### config.mk
export PLATFORM = sky130hd
export DESIGN_NAME = bfc_cell
export DESIGN_NICKNAME = d
export VERILOG_FILES = /design/src/hdl/bfc_pkg.sv /design/src/hdl/bfc_cell.sv
export SDC_FILE = /design/constraint.sdc
export NUM_CORES = 2
export LEC_CHECK = 0
export CAP_MARGIN = 0
export CORE_UTILIZATION = 55
export CTS_BUF_LIST = sky130_fd_sc_hd__clkbuf_4
export DETAILED_ROUTE_END_ITERATION = 7
export DONT_BUFFER_PORTS = 1
export GPL_TIMING_DRIVEN = 0
export PLACE_DENSITY = 0.75
export SYNTH_ARGS = -nofsm -noshare
export SYNTH_HDL_FRONTEND = slang
export SYNTH_SLANG_ARGS = --single-unit
### constraint.sdc
create_clock -name aclk -period 15.1 [get_ports aclk]
set_input_delay 2.265 -clock aclk [delete_from_list [all_inputs] [get_ports aclk]]
set_output_delay 2.265 -clock aclk [all_outputs]
set_load 0.05 [all_outputs]
### src/hdl/bfc_pkg.sv
// Shared types and constants for the box frustum culling block.
// No dependencies; imported by bfc_cell, box_frustum_cull, bfc_verdict_check and tb.
package bfc_pkg;

    localparam int PLANE_W      = 64;   // packed plane: nx, ny, nz (Q1.14), offset
    localparam int NORM_W       = 16;
    localparam int Q14_SHIFT    = 14;
    localparam int OFFSET_Q14_W = NORM_W + Q14_SHIFT;
    localparam int CFG_INDEX_W  = 3;
    localparam int AXIS_COUNT   = 3;
    localparam int CORNER_COUNT = 2 * AXIS_COUNT;  // min x,y,z then max x,y,z

    typedef enum logic [1:0] {
        VERDICT_INSIDE    = 2'd0,
        VERDICT_INTERSECT = 2'd1,
        VERDICT_OUTSIDE   = 2'd2
    } verdict_t;

    // Control travelling alongside a box through the cell chain
    typedef struct packed {
        logic valid;
        logic outside;
        logic crossed;
    } cull_flags_t;

endpackage

### src/hdl/bfc_cell.sv
// One plane-test cell of the culling chain: multiply stage, then sum-and-sign stage.
// Depends on bfc_pkg.
module bfc_cell import bfc_pkg::*; #(
    parameter int COORD_WIDTH = 16
) (
    input  logic                          aclk,
    input  logic                          aresetn,
    input  logic                          en,
    input  logic [PLANE_W-1:0]            plane_i,
    input  logic signed [COORD_WIDTH-1:0] box_i [CORNER_COUNT],
    input  cull_flags_t                   flags_i,
    output logic signed [COORD_WIDTH-1:0] box_o [CORNER_COUNT],
    output cull_flags_t                   flags_o
);

    localparam int PROD_W = NORM_W + COORD_WIDTH;
    localparam int SUM_W  = ((PROD_W > OFFSET_Q14_W) ? PROD_W : OFFSET_Q14_W) + 2;

    logic signed [PROD_W-1:0]      prod_far_reg  [AXIS_COUNT];
    logic signed [PROD_W-1:0]      prod_near_reg [AXIS_COUNT];
    logic signed [PROD_W-1:0]      prod_far_next [AXIS_COUNT];
    logic signed [PROD_W-1:0]      prod_near_next[AXIS_COUNT];
    logic signed [COORD_WIDTH-1:0] box_a_reg     [CORNER_COUNT];
    logic signed [COORD_WIDTH-1:0] box_b_reg     [CORNER_COUNT];
    cull_flags_t                   flags_a_reg;
    cull_flags_t                   flags_b_reg;
    cull_flags_t                   flags_b_next;
    logic signed [OFFSET_Q14_W-1:0] offset_q14;
    logic signed [SUM_W-1:0]       dist_far;
    logic signed [SUM_W-1:0]       dist_near;

    // Stage A: pick far and near corner per axis by the sign of the normal component, and multiply
    always_comb begin
        logic signed [NORM_W-1:0]      n;
        logic signed [COORD_WIDTH-1:0] far_c;
        logic signed [COORD_WIDTH-1:0] near_c;
        for (int a = 0; a < AXIS_COUNT; a++) begin
            n      = plane_i[NORM_W*a +: NORM_W];
            far_c  = n[NORM_W-1] ? box_i[a] : box_i[a+AXIS_COUNT];
            near_c = n[NORM_W-1] ? box_i[a+AXIS_COUNT] : box_i[a];
            prod_far_next[a]  = PROD_W'(n) * PROD_W'(far_c);
            prod_near_next[a] = PROD_W'(n) * PROD_W'(near_c);
        end
    end

    // Stage B: signed distances; only the sign matters
    assign offset_q14 = {plane_i[NORM_W*AXIS_COUNT +: NORM_W], {Q14_SHIFT{1'b0}}};

    always_comb begin
        dist_far  = SUM_W'(prod_far_reg[0]) + SUM_W'(prod_far_reg[1])
                  + SUM_W'(prod_far_reg[2]) + SUM_W'(offset_q14);
        dist_near = SUM_W'(prod_near_reg[0]) + SUM_W'(prod_near_reg[1])
                  + SUM_W'(prod_near_reg[2]) + SUM_W'(offset_q14);
        flags_b_next = flags_a_reg;
        // an earlier plane already rejected the box: pass it through untouched
        if (!flags_a_reg.outside) begin
            flags_b_next.outside = dist_far[SUM_W-1];
            flags_b_next.crossed = flags_a_reg.crossed | dist_near[SUM_W-1];
        end
    end

    always_ff @(posedge aclk) begin
        if (!aresetn) begin
            flags_a_reg <= '0;
            flags_b_reg <= '0;
        end else if (en) begin
            flags_a_reg <= flags_i;
            flags_b_reg <= flags_b_next;
        end
    end

    always_ff @(posedge aclk) begin
        if (en) begin
            prod_far_reg  <= prod_far_next;
            prod_near_reg <= prod_near_next;
            box_a_reg     <= box_i;
            box_b_reg     <= box_a_reg;
        end
    end

    assign box_o   = box_b_reg;
    assign flags_o = flags_b_reg;

endmodule

# Yosys cells after proc, flatten, opt, wreduce, memory -nomap -nowiden
# Index checks and enable logic that the tools add are counted.
[word_totals] register_bits=390 input_bits=166 out_inout_bits=99 elab_cells=44
[op_classes] add_sub_neg=6 n_mul=6 mux=7 bitwise=1
[op_table] op="$mul 16x16->32" n=6
[op_table] op="$mux 16" n=6
[op_table] op="$add 33x32->34" n=2
[op_table] op="$add 34x30->34" n=2
[op_table] op="$add 32x32->33" n=2
[op_table] op="$mux 2" n=1
[op_table] op="$or 1x1->1" n=1

# Depth between registers and ports, before layout
[depth] word_depth=5 depth_mapped=30 mapped_depth_nobuf=25

# Worst setup path before layout
# Ideal clock, no wire load.
[synth_timing] kind="input to register" from="in plane_i[31]" to="reg prod_far_reg[60] (netlist name) (data pin)" setup_time_ns=0.259 arrival_time_ns=8.725 t_required_ns=14.841 path_slack_ns=6.116 stages=26 n_path_buf=4 path_cell_list="clkbuf_1 clkbuf_1 clkbuf_1 and2_1 a21o_1 clkbuf_1 nand2_1 fa_1 inv_1 fa_1 fa_1 fa_1 fa_1 inv_1 fa_1 inv_1 ha_1 a2111oi_0 o21ai_1 nand2_1 o21ai_0 o41ai_2 o21bai_1 a21o_1 a21oi_1 xnor2_1"
[synth_lines] element="start, declared" line_no="bfc_cell.sv:9" text="input logic [PLANE_W-1:0] plane_i,"
[synth_lines] element="end signal, assigned" line_no="bfc_cell.sv:74" text="prod_far_reg <= prod_far_next;"
[synth_lines] element="end, declared" line_no="bfc_cell.sv:19" text="logic signed [PROD_W-1:0] prod_far_reg [AXIS_COUNT];"

==> reports/results.txt <==
Layout Area Growth over Synthesis: 4.82%
num ports: 265
Main synth FF type: edfxtp_1
failing checks: max-slew violations
number of flops mapped to enable cells by yosys: 384
reg2reg start: prod_far_reg[22]
Cell variety after synth: 73
routed wire length: 211,000 um
layout net count: 9,799
period utilization: 0.707
Pre-antenna DRT Iters: 6
CTS Hold Bufs: 0
IO Port Bufs: 0
arrival time worst endpoint: 11.44 ns
Max-cap violations: 0
Mapped Cells: 7,272
CP endpoint kind: flop
Routed Antenna Nets: 0
Initial DRC Count: 4,166
HP Start: box_a_reg[34]
synthesized area per cell: 10.3 um^2
Vias/cell: 5.53
Setup Total Neg Slack: 0 ns
CTS tree: built
path depth of the worst reg2reg path: 11
post-synth top area share: 0.447
worst hold path class: flop to flop
Clock Latency Late Sink: 1.08 ns
Top delay family on crit path: adder cells
Crit-path slowest cell: nor4b_1
hold path cells: 0
met2 Resource Use GR: 0.500
FMAX: 93.7 MHz
Hold Fails Final Rpt: 0
Die ar.: 138,000 um^2
reg2reg end: flags_o[1]
status: finished with violations
first-pass GRT wire length: 328,000 um
Num Clock Sinks: 390
grt total ovfl: 0
Setup CP Type: primary input to flop
top cell type by total area after synthesis: fa_1
flop2flop setup slack: 10.55 ns
largest net degree at the start of global routing: 386
post-CTS sizing: 0
clk_skew: 0.0904 ns
Syn Nets: 9,688
Async S/R FF share, synth: 0
fraction of layout cells with a size suffix above 1: 0.0288
Critical Path Most Common Cell: fa_1
fin. max-slew vios: 90
total global-route track usage: 0.323
DR WL/cell: 22.8 um
Die Wd: 371 um
Die Span Y: 371 um
GR peak layer: met2
final setup fails: 0
Cell Rows: 135
critical path launch point type: primary input
clock root cell: clkbuf_4
initial antenna violation count: 15
slowest stage delay, CP: 0.88 ns
slew margin rel.: -0.161
CP bufs+invs: 7
Crit path required time: 15.87 ns
RePlAce Congestion: 0.995
Final Critical Period: 10.67 ns
initial core utilization: 0.554
Seq/Total Area, Yosys: 0.155
Syn Std Cell Area: 74,900 um^2
yosys warns: 0
Least-Margin Pin Slew: 1.74 ns
FF+latch count, synth: 390
met1 Use GR: 0.417
vias in the first global route: 55,500
top cells by area, synth: fa_1, edfxtp_1, ha_1
RSZ-0062 raised after global routing: false
CORE AREA: 135,000 um^2
Post CTS Setup Buffer Count: 0
H-Tree Level Count: 3
DR DRC count: 0
Hold EP: box_o[34]
Max clock buf depth: 3
met3 GRT Util: 0.0928
clock-pin slew on the worst setup and hold paths: 0.06 ns
Fill cells: 11,300
CTS buffer count: 108
CP max FO: 10
DR vias: 51,200
hpwl dp: 177,000 um
metrics by stage:
| step | util | worst slack (ns) | area (um^2) | cells | hold WS, ns |
|---|---|---|---|---|---|
| 6_report | 0.581 | 4.43 | 78600 | 9252 | 0.332 |
| 5_1_grt | 0.580 | 4.18 | 78500 | 9247 | 0.313 |
| 4_1_cts | 0.580 | 4.65 | 78500 | 9244 | 0.293 |
| 3_5_place_dp | 0.570 | 3.57 | 77200 | 9054 | 0.405 |
| 3_3_place_gp | 0.570 | 3.57 | 77200 | 9053 | 0.400 |
| 2_1_floorplan | - | 6.12 | 74900 | 7272 | 0.400 |
layout make-up:
cell class,count,area (um^2),share of cell area
antenna,8,20.0,0.000255
clock buffer,149,1120,0.0142
sequential,390,11700,0.148
inverter,1751,6570,0.0837
multi-input combinational,4873,55800,0.710
timing repair buffer,1,5.00,0.0000637
clock inverter,41,236,0.00301
buffer,258,968,0.0123
tap,1781,2230,0.0284
metal layers:
| layer | vias to the layer above | wire, um |
|---|---|---|
| met5 | - | 89 |
| met4 | 12 | 12100 |
| met3 | 550 | 22700 |
| met2 | 2325 | 95500 |
| met1 | 26200 | 80500 |
| li1 | 22100 | - |
worst max-delay path by stage:
stage | slack [ns] | start | cells past startpoint | end
after floorplan | 6.12 | plane_i[31] | 26 | prod_far_reg[60]
after global placement | 3.57 | plane_i[47] | 27 | prod_near_reg[28]
after detailed placement | 3.57 | plane_i[47] | 27 | prod_near_reg[28]
after CTS | 4.65 | plane_i[47] | 27 | prod_near_reg[28]
after global routing | 4.18 | plane_i[31] | 25 | prod_far_reg[60]
final | 4.43 | plane_i[31] | 25 | prod_far_reg[60]
logic make-up after synthesis:
family / after synthesis / synth area share
XOR/XNOR: 217 / 0.0254
AND/OR/NAND/NOR: 1826 / 0.123
AO/OA/AOI/OAI: 568 / 0.0505
multiplexers: 12 / 0.00160
buffers and inverters: 2009 / 0.101
adder cells (fa/ha/maj): 2250 / 0.543
flip-flops: 390 / 0.155
worst register-to-register path, delay by kind of cell (launching register included):
| kind | cells | cell delay [ns] |
|---|---|---|
| AOI/OAI and AO/OA | 7 | 2.12 |
| adders and majority gates | 3 | 1.28 |
| xor gates and xnor gates | 1 | 0.53 |
| DFF | 1 | 0.48 |
cells in the final DEF, fill, tap and decap left out, drive strengths merged, types with 8 or more instances in the layout:
master | Yosys | routed
inv | 1750 | 1751
fa | 1672 | 1672
nand2 | 711 | 711
ha | 578 | 578
nor2b | 432 | 432
clkbuf | 251 | 400
edfxtp | 384 | 384
and2 | 334 | 334
xnor2 | 167 | 167
a21oi | 163 | 163
a21o | 154 | 154
nor2 | 152 | 152
o21ai | 89 | 89
nand2b | 54 | 54
xor2 | 50 | 50
clkinv | 1 | 39
or2 | 33 | 33
nand3 | 32 | 32
nand4 | 22 | 22
o21bai | 22 | 22
o21a | 19 | 19
a211oi | 18 | 18
nor3 | 17 | 17
a31oi | 15 | 15
and3 | 14 | 14
mux2i | 12 | 12
a21boi | 11 | 11
o211ai | 10 | 10
a2111oi | 10 | 10
diode | 0 | 8
buf | 7 | 8
o31ai | 8 | 8
cells in the mapped netlist (4+ instances only):
master and instances:
nor4_1 4, edfxtp_1 384, and3_1 14, o21ai_0 61, or4_1 5, buf_1 7
a2111oi_0 9, o21ai_1 28, nand4_1 22, nand3b_1 5, nor2_1 151, a21boi_0 10
o41ai_1 4, o21bai_1 22, or2_2 30, a311oi_1 4, o31ai_1 6, clkbuf_1 251
nor2b_1 432, and2_1 334, inv_1 1750, fa_1 1672, ha_1 578, nand3_1 32
xor2_1 50, xnor2_1 167, a31oi_1 14, or3_1 5, a21o_1 154, a21oi_1 161
a211oi_1 18, mux2i_1 12, o21a_1 19, nand2b_1 54, nand2_1 711, dfxtp_1 6
a211o_1 5, o211ai_1 10, nor3_1 17
Power is left out: the tool's default activity adds up to more than one toggle a clock period on the data nets, which glitch-free logic cannot reach.
